**src/hdl/lrpp_pkg.sv**
```systemverilog
package lrpp_pkg;

    localparam int LEN_W = 13;
    localparam int PRIO_W = 8;
    localparam int COLOR_W = 24;
    localparam int CFG_IDX_W = 2;
    localparam int CFG_DATA_W = 8;

    // register indexes on the configuration port
    localparam logic [CFG_IDX_W-1:0] CFG_DEFAULT_PRIORITY = 2'd0;
    localparam logic [CFG_IDX_W-1:0] CFG_LEVEL_MASK = 2'd1;
    localparam logic [CFG_IDX_W-1:0] CFG_BINARY_BIT = 2'd2;

    localparam logic [7:0] RST_DEFAULT_PRIORITY = 8'd6;
    localparam logic [7:0] RST_LEVEL_MASK = 8'd7;
    localparam logic [2:0] RST_BINARY_BIT = 3'd7;

    typedef enum logic [1:0] {
        ST_FORMATTED = 2'd0,
        ST_UNFORMATTED = 2'd1,
        ST_MALFORMED = 2'd2
    } t_status;

    typedef enum logic [2:0] {
        PH_PNAME = 3'd0,
        PH_TNAME = 3'd1,
        PH_PRIO = 3'd2,
        PH_TAG = 3'd3,
        PH_MSG = 3'd4
    } t_phase;

    typedef struct packed {
        logic [7:0] payload_byte;
        logic       last_byte;
        logic       separate_thread;
    } t_in_item;

    typedef struct packed {
        t_status              status;
        logic [LEN_W-1:0]     pname_len;
        logic [LEN_W-1:0]     tname_len;
        logic [LEN_W-1:0]     tag_start;
        logic [LEN_W-1:0]     tag_len;
        logic [LEN_W-1:0]     message_start;
        logic [LEN_W-1:0]     message_len;
        logic [PRIO_W-1:0]    priority_res;
        logic                 binary_msg;
        logic [COLOR_W-1:0]   color;
    } t_out_item;

endpackage

```
**src/hdl/log_record_payload_parser.sv**
```systemverilog
// Log record payload parser. Bytes of one record enter one per cycle on the input channel, the
// last one flagged; the block follows the process name, the optional thread name (taken when
// separate_thread is high at the byte that ends the process name), the four priority bytes, the
// tag and the message, and on the last byte delivers one result with status, offsets, lengths,
// priority, binary flag and color. Nothing else comes out for the other bytes. A new byte is
// taken every cycle unless the input stalls; each byte is held in the input register and its
// result is loaded into the result register when the last byte is processed. The input stalls
// only while a last byte in the input register meets a result still waiting at the output.
// Bytes beyond MAX_PAYLOAD are dropped and only their last flag matters. Configuration is
// written through a plain write port and must only change while no record is in flight.
module log_record_payload_parser #(
    parameter int MAX_PAYLOAD = 4096
) (
    input  logic                                i_clk,
    input  logic                                i_rst_n,
    input  logic                                i_in_valid,
    output logic                                o_in_ready,
    input  lrpp_pkg::t_in_item                  i_in_item,
    output logic                                o_out_valid,
    input  logic                                i_out_ready,
    output lrpp_pkg::t_out_item                 o_out_item,
    input  logic                                i_cfg_we,
    input  logic [lrpp_pkg::CFG_IDX_W-1:0]      i_cfg_index,
    input  logic [lrpp_pkg::CFG_DATA_W-1:0]     i_cfg_data
);
    import lrpp_pkg::*;

    localparam int OW = $clog2(MAX_PAYLOAD + 1);
    localparam int AW = OW + 1;

    // configuration
    logic [7:0] r_default_priority;
    logic [7:0] r_level_mask;
    logic [2:0] r_binary_bit;

    // input register
    logic     r_s1_valid;
    t_in_item r_s1_item;

    // parse state
    t_phase        r_phase, n_phase;
    logic [OW-1:0] r_byte_offset, n_byte_offset;
    logic [OW-1:0] r_pname_len, n_pname_len;
    logic [OW-1:0] r_tname_len, n_tname_len;
    logic [OW-1:0] r_region_start, n_region_start;
    logic [7:0]    r_prio [4];
    logic [7:0]    n_prio [4];
    logic          r_fna_seen, n_fna_seen;
    logic [OW-1:0] r_fna, n_fna;
    logic          r_tag_end_seen, n_tag_end_seen;
    logic [OW-1:0] r_tag_end, n_tag_end;
    logic          r_mfn_seen, n_mfn_seen;
    logic [OW-1:0] r_mfn, n_mfn;

    // result register
    logic      r_out_valid;
    t_out_item r_out_item;
    t_out_item n_result;

    logic s1_go;
    logic proc;
    logic in_fire;

    assign s1_go = !(r_s1_item.last_byte && r_out_valid && !i_out_ready);
    assign proc = r_s1_valid && s1_go;
    assign o_in_ready = !r_s1_valid || s1_go;
    assign in_fire = i_in_valid && o_in_ready;
    assign o_out_valid = r_out_valid;
    assign o_out_item = r_out_item;

    always_ff @(posedge i_clk) begin
        if (!i_rst_n) begin
            r_default_priority <= RST_DEFAULT_PRIORITY;
            r_level_mask <= RST_LEVEL_MASK;
            r_binary_bit <= RST_BINARY_BIT;
        end else if (i_cfg_we) begin
            case (i_cfg_index)
                CFG_DEFAULT_PRIORITY: r_default_priority <= i_cfg_data;
                CFG_LEVEL_MASK:       r_level_mask <= i_cfg_data;
                CFG_BINARY_BIT:       r_binary_bit <= i_cfg_data[2:0];
                default: ;
            endcase
        end
    end

    always_ff @(posedge i_clk) begin
        if (!i_rst_n) begin
            r_s1_valid <= 1'b0;
        end else if (in_fire) begin
            r_s1_valid <= 1'b1;
        end else if (proc) begin
            r_s1_valid <= 1'b0;
        end
        if (in_fire) begin
            r_s1_item <= i_in_item;
        end
    end

    always_comb begin
        logic          take;
        logic [OW-1:0] pos;
        logic [OW-1:0] rel;
        logic [7:0]    b;
        logic [AW-1:0] total;
        logic [AW-1:0] ulen;
        logic [AW-1:0] tstart;
        logic [AW-1:0] mstart;
        logic [AW-1:0] msize;
        logic [AW-1:0] mlen;
        logic          bin;

        n_phase = r_phase;
        n_byte_offset = r_byte_offset;
        n_pname_len = r_pname_len;
        n_tname_len = r_tname_len;
        n_region_start = r_region_start;
        n_prio = r_prio;
        n_fna_seen = r_fna_seen;
        n_fna = r_fna;
        n_tag_end_seen = r_tag_end_seen;
        n_tag_end = r_tag_end;
        n_mfn_seen = r_mfn_seen;
        n_mfn = r_mfn;

        pos = r_byte_offset;
        rel = pos - r_region_start;
        b = r_s1_item.payload_byte;
        take = proc && (r_byte_offset < OW'(MAX_PAYLOAD));

        if (take) begin
            n_byte_offset = pos + OW'(1);
            case (r_phase)
                PH_PNAME: begin
                    if (b == 8'd0) begin
                        n_pname_len = pos;
                        n_region_start = pos + OW'(1);
                        if (r_s1_item.separate_thread) begin
                            n_phase = PH_TNAME;
                        end else begin
                            n_tname_len = pos;
                            n_phase = PH_PRIO;
                        end
                    end
                end
                PH_TNAME: begin
                    if (b == 8'd0) begin
                        n_tname_len = rel;
                        n_region_start = pos + OW'(1);
                        n_phase = PH_PRIO;
                    end
                end
                PH_PRIO: begin
                    n_prio[rel[1:0]] = b;
                    if (b == 8'd0 && !r_fna_seen) begin
                        n_fna_seen = 1'b1;
                        n_fna = pos;
                    end
                    if (rel >= OW'(3)) begin
                        n_phase = PH_TAG;
                    end
                end
                PH_TAG: begin
                    if (b == 8'd0) begin
                        if (!r_fna_seen) begin
                            n_fna_seen = 1'b1;
                            n_fna = pos;
                        end
                        n_tag_end_seen = 1'b1;
                        n_tag_end = pos;
                        n_phase = PH_MSG;
                    end
                end
                default: begin
                    if (b == 8'd0 && !r_mfn_seen) begin
                        n_mfn_seen = 1'b1;
                        n_mfn = pos;
                    end
                end
            endcase
        end

        // result from the state including this byte
        total = AW'(n_byte_offset);
        ulen = n_fna_seen ? (AW'(n_fna) - AW'(n_region_start))
                          : (total - AW'(n_region_start));
        tstart = AW'(n_region_start) + AW'(4);
        mstart = AW'(n_tag_end) + AW'(1);
        msize = total - mstart;
        bin = n_prio[0][r_binary_bit];
        mlen = msize;
        if (!bin && n_mfn_seen) begin
            mlen = AW'(n_mfn) - mstart + AW'(1);
        end

        n_result = '0;
        n_result.status = ST_MALFORMED;
        case (n_phase)
            PH_PNAME, PH_TNAME: begin
                n_result.status = ST_MALFORMED;
            end
            PH_PRIO, PH_TAG: begin
                n_result.status = ST_UNFORMATTED;
                n_result.pname_len = LEN_W'(n_pname_len);
                n_result.tname_len = LEN_W'(n_tname_len);
                n_result.message_start = LEN_W'(n_region_start);
                n_result.message_len = LEN_W'(ulen + AW'(1));
                n_result.priority_res = r_default_priority;
            end
            default: begin
                // empty text message is malformed
                if (bin || msize != '0) begin
                    n_result.status = ST_FORMATTED;
                    n_result.pname_len = LEN_W'(n_pname_len);
                    n_result.tname_len = LEN_W'(n_tname_len);
                    n_result.tag_start = LEN_W'(tstart);
                    n_result.tag_len = LEN_W'(AW'(n_tag_end) - tstart);
                    n_result.message_start = LEN_W'(mstart);
                    n_result.message_len = LEN_W'(mlen);
                    n_result.priority_res = n_prio[0] & r_level_mask;
                    n_result.binary_msg = bin;
                    n_result.color = {n_prio[3], n_prio[2], n_prio[1]};
                end
            end
        endcase

        if (proc && r_s1_item.last_byte) begin
            n_phase = PH_PNAME;
            n_byte_offset = '0;
            n_fna_seen = 1'b0;
            n_tag_end_seen = 1'b0;
            n_mfn_seen = 1'b0;
        end
    end

    always_ff @(posedge i_clk) begin
        if (!i_rst_n) begin
            r_phase <= PH_PNAME;
            r_byte_offset <= '0;
            r_fna_seen <= 1'b0;
            r_tag_end_seen <= 1'b0;
            r_mfn_seen <= 1'b0;
        end else begin
            r_phase <= n_phase;
            r_byte_offset <= n_byte_offset;
            r_fna_seen <= n_fna_seen;
            r_tag_end_seen <= n_tag_end_seen;
            r_mfn_seen <= n_mfn_seen;
        end
        r_pname_len <= n_pname_len;
        r_tname_len <= n_tname_len;
        r_region_start <= n_region_start;
        r_prio <= n_prio;
        r_fna <= n_fna;
        r_tag_end <= n_tag_end;
        r_mfn <= n_mfn;
    end

    always_ff @(posedge i_clk) begin
        if (!i_rst_n) begin
            r_out_valid <= 1'b0;
        end else if (proc && r_s1_item.last_byte) begin
            r_out_valid <= 1'b1;
        end else if (i_out_ready) begin
            r_out_valid <= 1'b0;
        end
        if (proc && r_s1_item.last_byte) begin
            r_out_item <= n_result;
        end
    end

    a_offset_bound: assert property (@(posedge i_clk) disable iff (!i_rst_n)
        r_byte_offset <= OW'(MAX_PAYLOAD))
        else $error("byte offset past payload limit");

    a_clear_after_last: assert property (@(posedge i_clk) disable iff (!i_rst_n)
        (proc && r_s1_item.last_byte) |=> (r_phase == PH_PNAME && r_byte_offset == '0
            && !r_fna_seen && !r_mfn_seen))
        else $error("parse state not cleared after last byte");

    a_msg_in_tag_phase: assert property (@(posedge i_clk) disable iff (!i_rst_n)
        (r_phase == PH_MSG) |-> r_tag_end_seen)
        else $error("message phase without tag end");

    a_malformed_zero: assert property (@(posedge i_clk) disable iff (!i_rst_n)
        (r_out_valid && r_out_item.status == ST_MALFORMED) |->
            (r_out_item.pname_len == '0 && r_out_item.message_len == '0
             && r_out_item.priority_res == '0 && r_out_item.color == '0))
        else $error("malformed result carries data");

    a_formatted_layout: assert property (@(posedge i_clk) disable iff (!i_rst_n)
        (r_out_valid && r_out_item.status == ST_FORMATTED) |->
            (r_out_item.message_start
             == LEN_W'(r_out_item.tag_start + r_out_item.tag_len + LEN_W'(1))))
        else $error("message does not follow tag terminator");

    a_unformatted_plain: assert property (@(posedge i_clk) disable iff (!i_rst_n)
        (r_out_valid && r_out_item.status == ST_UNFORMATTED) |->
            (!r_out_item.binary_msg && r_out_item.color == '0 && r_out_item.tag_len == '0))
        else $error("unformatted result carries tag data");

endmodule
```
**config.mk**
```make
export PLATFORM = sky130hd
export DESIGN_NAME = log_record_payload_parser
export DESIGN_NICKNAME = d
export VERILOG_FILES = /design/src/hdl/lrpp_pkg.sv /design/src/hdl/log_record_payload_parser.sv
export SDC_FILE = /design/constraint.sdc
export NUM_CORES = 1
export LEC_CHECK = 0
export BUFFER_PORTS_ARGS = -buffer_cell sky130_fd_sc_hd__buf_2
export CORE_ASPECT_RATIO = 1.4
export CORE_MARGIN = 2
export CORE_UTILIZATION = 40
export CTS_CLUSTER_SIZE = 20
export DETAILED_ROUTE_END_ITERATION = 6
export PLACE_DENSITY = 0.64
export REMOVE_ABC_BUFFERS = 1
export SYNTH_ARGS = -nofsm -noshare
export SYNTH_HDL_FRONTEND = slang
export SYNTH_SLANG_ARGS = --single-unit
```
**constraint.sdc**
```tcl
create_clock -name i_clk -period 5.6 [get_ports i_clk]
set_input_delay 0.56 -clock i_clk [delete_from_list [all_inputs] [get_ports i_clk]]
set_output_delay 0.56 -clock i_clk [all_outputs]
set_load 0.02 [all_outputs]
```
==> metrics.md, run 1 <==
| Metric | Value |
|---|---|
| Status | finished clean |
| Vias per cell | 5.32 |
| Critical Path Most Common Cell | buf_4 |
| Worst EP arrival | 5630 ps |
| Relative slew slack | 18.8% |
| Final Setup Violations | 0 |
| Die area | 0.0368 mm² |
| Hpwl dp | 29.3 mm |
| Synth Flop Type | dfxtp_1 |
| Clock skew | 37.2 ps |
| TritonCTS Buffers | 28 |
| Startpoint types | register |
| Worst vdd ir | 0.237 mV |
| Area grow syn2layout | 20.6% |
| Flop2flop setup slack | 260 ps |
| Reg2reg start | r_s1_item[2] |
| Most common cell after layout, fill and taps aside | dfxtp_1 |
| IO Count | 140 |
| FF+latch count, synth | 272 |
| Total vias in the final route | 11.0k |
| Hold Buf Count CTS | 0 |
| Worst Hold End | r_s1_item[1] |
| Hold Violations, Final | 0 |
| Cell taking the most area after synthesis | edfxtp_1 |
| Worst EP required | 5890 ps |
| Die X | 163 µm |
| CTS root buf | clkbuf_16 |
| EDFF count, synth | 123 |
| Least-Margin Pin Slew | 1210 ps |
| 1st-iter DRT viols | 638 |
| Layout cell share with drive strength beyond 1 | 23.2% |
| Largest net degree at the start of global routing | 78 |
| ANT nets after route | 0 |
| LEAKAGE | 6.79 nW |
| Gr ovfl total | 0 |
| First-pass GRT wire length | 59.4 mm |
| Crit. End Element | register |
| Fin crit share | 95.4% |
| Largest stage delay, worst path | 580 ps |
| Most frequent cells in the layout | 149 x dfxtp_1, 139 x buf_2, 123 x edfxtp_1 |
| PortBufs | 139 |
| Hold Path Cell Cnt | 1 |
| Worst path slowest cell | or4_4 |
| Worst-path clk slew | 70 ps |
| Total of max-cap violations | 0 |
| Fillers | 3292 |
| Sequential cell area fraction in the yosys report | 47.3% |
| Max Root-Sink Buffers | 3 |
| Antenna violations before repair | 0 |
| # diodes | 0 |
| Pwr dens | 257 mW/mm² |
| Htree depth | 1 |
| FFs w/ async S/R, synth | 0% |
| CTS tree | yes |
| Top-area cell type share of the netlist area | 26.2% |
| Max Slew Vio Count | 0 |
| Minimum clock period | 5340 ps |
| CP Class | register to register |
| Mapped Area | 0.0141 mm² |
| Hold Crit Class | primary input to register |
| FMAX | 0.187 GHz |
| Worst-path fanout max | 14 |
| Reg2reg path depth | 25 |
| GRT Util Overall | 20.9% |
| Detailed Routing Iterations Pass 1 | 5 |
| Clk_lat worst skew | 590 ps |
| Hold Slack | 149 ps |
| WL final | 39.1 mm |
| Syn_area_per_cell | 10.2 µm² |
| Crit path buf inv count | 6 |
| GP Congestion | 0.930 |
| Yosys warning total | 0 |
| Initial core utilization | 40.4% |
| Crit-path leading delay family | simple AND/OR/NAND/NOR gates |
| Core footprint | 0.0349 mm² |
| Post-Synthesis Cells | 1388 |
| Synth unique cells | 80 |
| Hold_sp | i_in_item[1] |
| Vias in the first global route | 10.9k |
| # rows | 81 |
| Die Y | 226 µm |
| DRC | 0 |
| Ranking of synthesized cells by area | edfxtp_1 26%, dfxtp_1 21%, ha_1 5.7%, mux2_2 5.0%, xnor2_1 4.1% |
| Reg2reg end | o_out_item[46] |
| CTS Sinks | 272 |
| Number of nets in the layout | 1681 |
| DR WL/cell | 18.9 µm |
| Pwr Total | 4.37 mW |
==> Yosys cell counts (all sizes together), types with 8 or more instances <==
cell      n
a211oi    8
a21boi    8
a21oi    53
buf      18
clkbuf   35
dfxtp   149
edfxtp  123
ha       64
inv      75
mux2     63
mux2i    45
nand2   118
nand2b   11
nand3    28
nand4    11
nor2    118
nor2b    76
nor3     34
nor4     11
o21a     15
o21ai    73
o22ai    26
or3      11
xnor2    66
xor2     33
==> cells by family (layout without fill, tap and decap cells) <==
kind of cell               Yosys count  after routing  synth area share, %
AOI/OAI and AO/OA                  250            250                 11.4
xor gates and xnor gates           100            100                 6.31
and+or+nand+nor                    459            459                 16.3
muxes                              109            109                 8.56
buffers and inverters              128            349                 3.62
DFF                                272            272                 47.3
adders and majority gates           70             70                 6.46
==> stage by stage <==
step	setup WS (ps)	std cells	TNS, ps	utilization (%)	cell area, µm²
floorplan	-2260	1335	-235950	-	13900
global placement	-131	2004	-4180	45.2	15800
detailed placement	-238	2004	-12150	45.2	15800
CTS	6.91	2059	0	48.1	16800
global route	-67.7	2065	-985	48.8	17000
finish	256	2065	0	48.8	17000
==> report_power, final <==
| part | switching, mW | internal (mW) | total, mW |
|---|---|---|---|
| logic | 0.195 | 0.122 | 0.318 |
| clock network | 0.821 | 1.11 | 1.94 |
| registers | 0.0192 | 2.10 | 2.12 |
==> flip-flops by register name (all words and copies together) (netlist names), 3 cells and up <==
| name | count |
|---|---|
| o_out_item | 113 |
| r_tag_end | 13 |
| r_fna | 13 |
| r_s1_item | 10 |
| r_region_start | 13 |
| r_phase | 3 |
| r_prio | 32 |
| r_binary_bit | 3 |
| r_byte_offset | 13 |
| r_pname_len | 13 |
| r_default_priority | 8 |
| r_mfn | 13 |
| r_tname_len | 13 |
| r_level_mask | 8 |
==> layer usage <==
layer  part of all wire [%]  GRT usage (%)  routed length, µm  vias to the layer above
met1                     38           23.4              14800                     5190
met4                    6.4           12.6               2490                        0
met2                     51           37.2              19800                      349
met5                      0              0                  0                        -
li1                       -              -                  -                     5336
met3                    5.1           3.10               2000                      110
==> timing repair <==
item                       CTS  global route
pin swaps                    3            13
buffers inserted             3             4
setup endpoints to repair  111           111
resized for setup            5            37
cloned                       0             2
==> final cells by class <==
cell class,instances,area (µm²),share of cell area (%)
Clock buffer,39,815,4.79
Clock inverter,13,145,0.854
Inverter,75,282,1.66
Multi-Input combinational cell,988,7090,41.7
Sequential cell,272,6680,39.3
Tap cell,456,571,3.36
Timing Repair Buffer,222,1430,8.40
==> how the worst max path moves through the flow <==
stage	from	to	slack [ps]	cells past startpoint
global route	r_s1_item[2]	o_out_item[56]	-70	25
finish	r_s1_item[2]	o_out_item[46]	260	25
global placement	i_out_ready	o_out_item[56]	-130	21
detailed placement	r_s1_item[9]	o_out_item[28]	-240	20
CTS	r_s1_item[5]	o_out_item[30]	7	23
floorplan	r_s1_item[9]	o_out_item[94]	-2260	19
Note: power is estimated with default switching activity, not from simulation.
==> run 2, diff against run 1 <==
--- a/config.mk
+++ b/config.mk
@@ -6,7 +6,6 @@
 export NUM_CORES = 1
 export LEC_CHECK = 0
 export BUFFER_PORTS_ARGS = -buffer_cell sky130_fd_sc_hd__buf_2
-export CORE_ASPECT_RATIO = 1.4
 export CORE_MARGIN = 2
 export CORE_UTILIZATION = 40
 export CTS_CLUSTER_SIZE = 20
==> metrics.md, run 2 (synthesis results as in run 1) <==
| Metric | Value |
|---|---|
| Status | finished with violations |
| Failing checks | DRC |
| Most frequent cells in the layout | 149 x dfxtp_1, 139 x buf_2, 123 x edfxtp_1 |
| Clock skew | 16.3 ps |
| Initial core utilization | 40.7% |
| PortBufs | 139 |
| IO Count | 140 |
| Hold Slack | 187 ps |
| Unrepaired setup endpoints after global routing | true |
| DRC | 2 |
| Area grow syn2layout | 20.8% |
| CTS tree | yes |
| TritonCTS Buffers | 29 |
| Relative slew slack | 20.8% |
| Die area | 0.0368 mm² |
| Worst EP required | 5880 ps |
| Die X | 192 µm |
| Fin crit share | 97.1% |
| Worst EP arrival | 5720 ps |
| Max Slew Vio Count | 0 |
| Hold Violations, Final | 0 |
| Clk_lat worst skew | 570 ps |
| Core footprint | 0.0346 mm² |
| FMAX | 0.184 GHz |
| Metal3 WL | 2.41 mm |
| Max FFs per register | 113 |
| Worst-path clk slew | 60 ps |
| Detailed Routing Iterations Pass 1 | 7 |
| ANT nets after route | 0 |
| Total vias in the final route | 11.0k |
| Minimum clock period | 5440 ps |
| Area post-placement | 0.0158 mm² |
| GRT Util Overall | 20.5% |
| Hpwl dp | 28.8 mm |
| Setup_tns | 0 ps |
| # diodes | 0 |
| Pwr dens | 258 mW/mm² |
| Hold Crit Class | primary input to register |
| Hold Buf Count CTS | 0 |
| Crit. End Element | register |
| WL final | 38.3 mm |
| Worst-path fanout max | 12 |
| Gr ovfl total | 0 |
| Setup slack after layout | 163 ps |
| Layout cell share with drive strength beyond 1 | 23.7% |
| Die Y | 192 µm |
| Total of max-cap violations | 0 |
| Cell Chain, Critical Path | or4_4, buf_4, or4_1, nor2_2, buf_4, buf_4, or3_1, o21ai_0, xnor2_1, ha_1, o21a_2, nor4_4, a21oi_2, or3b_1, a311oi_2, nand4_1, o41ai_4, buf_4, buf_4, nand2b_1, o21ai_0 |
| Most common cell after layout, fill and taps aside | dfxtp_1 |
| Max Root-Sink Buffers | 3 |
| CP Class | register to register |
| LEAKAGE | 6.80 nW |
| DR WL/cell | 18.5 µm |
| Number of nets in the layout | 1690 |
| CTS Sinks | 272 |
| Vias per cell | 5.30 |
| # rows | 68 |
| Post-route cell area | 0.0170 mm² |
| Fillers | 3164 |
| Met1 wire length | 17.9 mm |
| Largest net degree at the start of global routing | 71 |
| Layout Utilization | 49.2% |
| First-pass GRT wire length | 58.9 mm |
| Top layer in use | met4 |
| Startpoint types | register |
| 1st-iter DRT viols | 794 |
| Vias in the first global route | 10.7k |
| Final Setup Violations | 0 |
| Post-Place Worst Slack | -228 ps |
| Critical Path Most Common Cell | buf_4 |
| GP Congestion | 0.923 |
| Largest stage delay, worst path | 570 ps |
| Least-Margin Pin Slew | 1180 ps |
| Metal2 WL | 16.7 mm |
| Worst path slowest cell | or4_4 |
| CTS root buf | clkbuf_16 |
| Worst vdd ir | 0.215 mV |
| Antenna violations before repair | 0 |
| Htree depth | 1 |
==> run 2: cell count changes in the layout (fill, tap and decap cells not counted), moves of 2 or more <==
cell | before | now
clkbuf_1 | 6 | 0
clkinv_2 | 6 | 3
buf_4 | 74 | 84
clkbuf_8 | 3 | 1
clkbuf_16 | 32 | 30
clkinv_4 | 2 | 4
clkinv_1 | 2 | 4
inv_6 | 0 | 3
clkinvlp_4 | 0 | 5
==> run 2: path summary, 6_finish.rpt <==
| kind | startpoint | cells past startpoint | endpoint | slack (ps) |
|---|---|---|---|---|
| worst max-delay path | r_s1_item[9] | 21 | o_out_item[53] | 160 |
| worst min-delay path | i_in_item[8] | 1 | r_s1_item[8] | 190 |
| worst max register to register | r_s1_item[9] | 21 | o_out_item[53] | 160 |
| worst min register to register | r_fna[1] | 2 | r_fna[1] | 460 |
==> run 2: per-layer routing <==
metal	global-route usage [%]	up-vias
li1	-	5378
met1	29.3	5210
met2	31.8	346
met3	2.80	68
met4	6.95	0
met5	0	-
==> run 2: power breakdown <==
part | switching [mW] | leakage, nW | internal, mW | total, mW
Combinational | 0.194 | 3.97 | 0.116 | 0.310
Sequential | 0.0159 | 2.36 | 2.10 | 2.12
Clock | 0.853 | 0.472 | 1.12 | 1.97
Total | 1.06 | 6.80 | 3.34 | 4.40
==> run 2: final cells by class <==
class	instances	area (µm²)	area share, %
Timing Repair Buffer	230	1450	8.53
Sequential cell	272	6680	39.2
Clock buffer	30	739	4.34
Tap cell	455	569	3.34
Multi-Input combinational cell	988	7070	41.5
Inverter	75	282	1.65
Clock inverter	24	250	1.47
==> run 2: worst max-delay path, delay by kind of cell, from the launching register on <==
family | cells | cell delay (ps)
buf+inv | 5 | 880
fa+ha+maj | 1 | 320
flops | 1 | 390
simple gates | 8 | 2320
compound gates | 6 | 930
xor+xnor | 1 | 320
==> run 2: repair_timing <==
item	CTS	global route
endpoints found under the setup margin	110	111
cloned	0	1
pin swaps	1	14
setup buffers	2	3
resized for setup	6	26
==> run 2: per-stage QoR <==
step	power [mW]	cells
finish	4.40	2074
global route	4.55	2074
CTS	4.43	2070
detailed placement	2.46	2014
global placement	2.46	2014
floorplan	2.35	1335
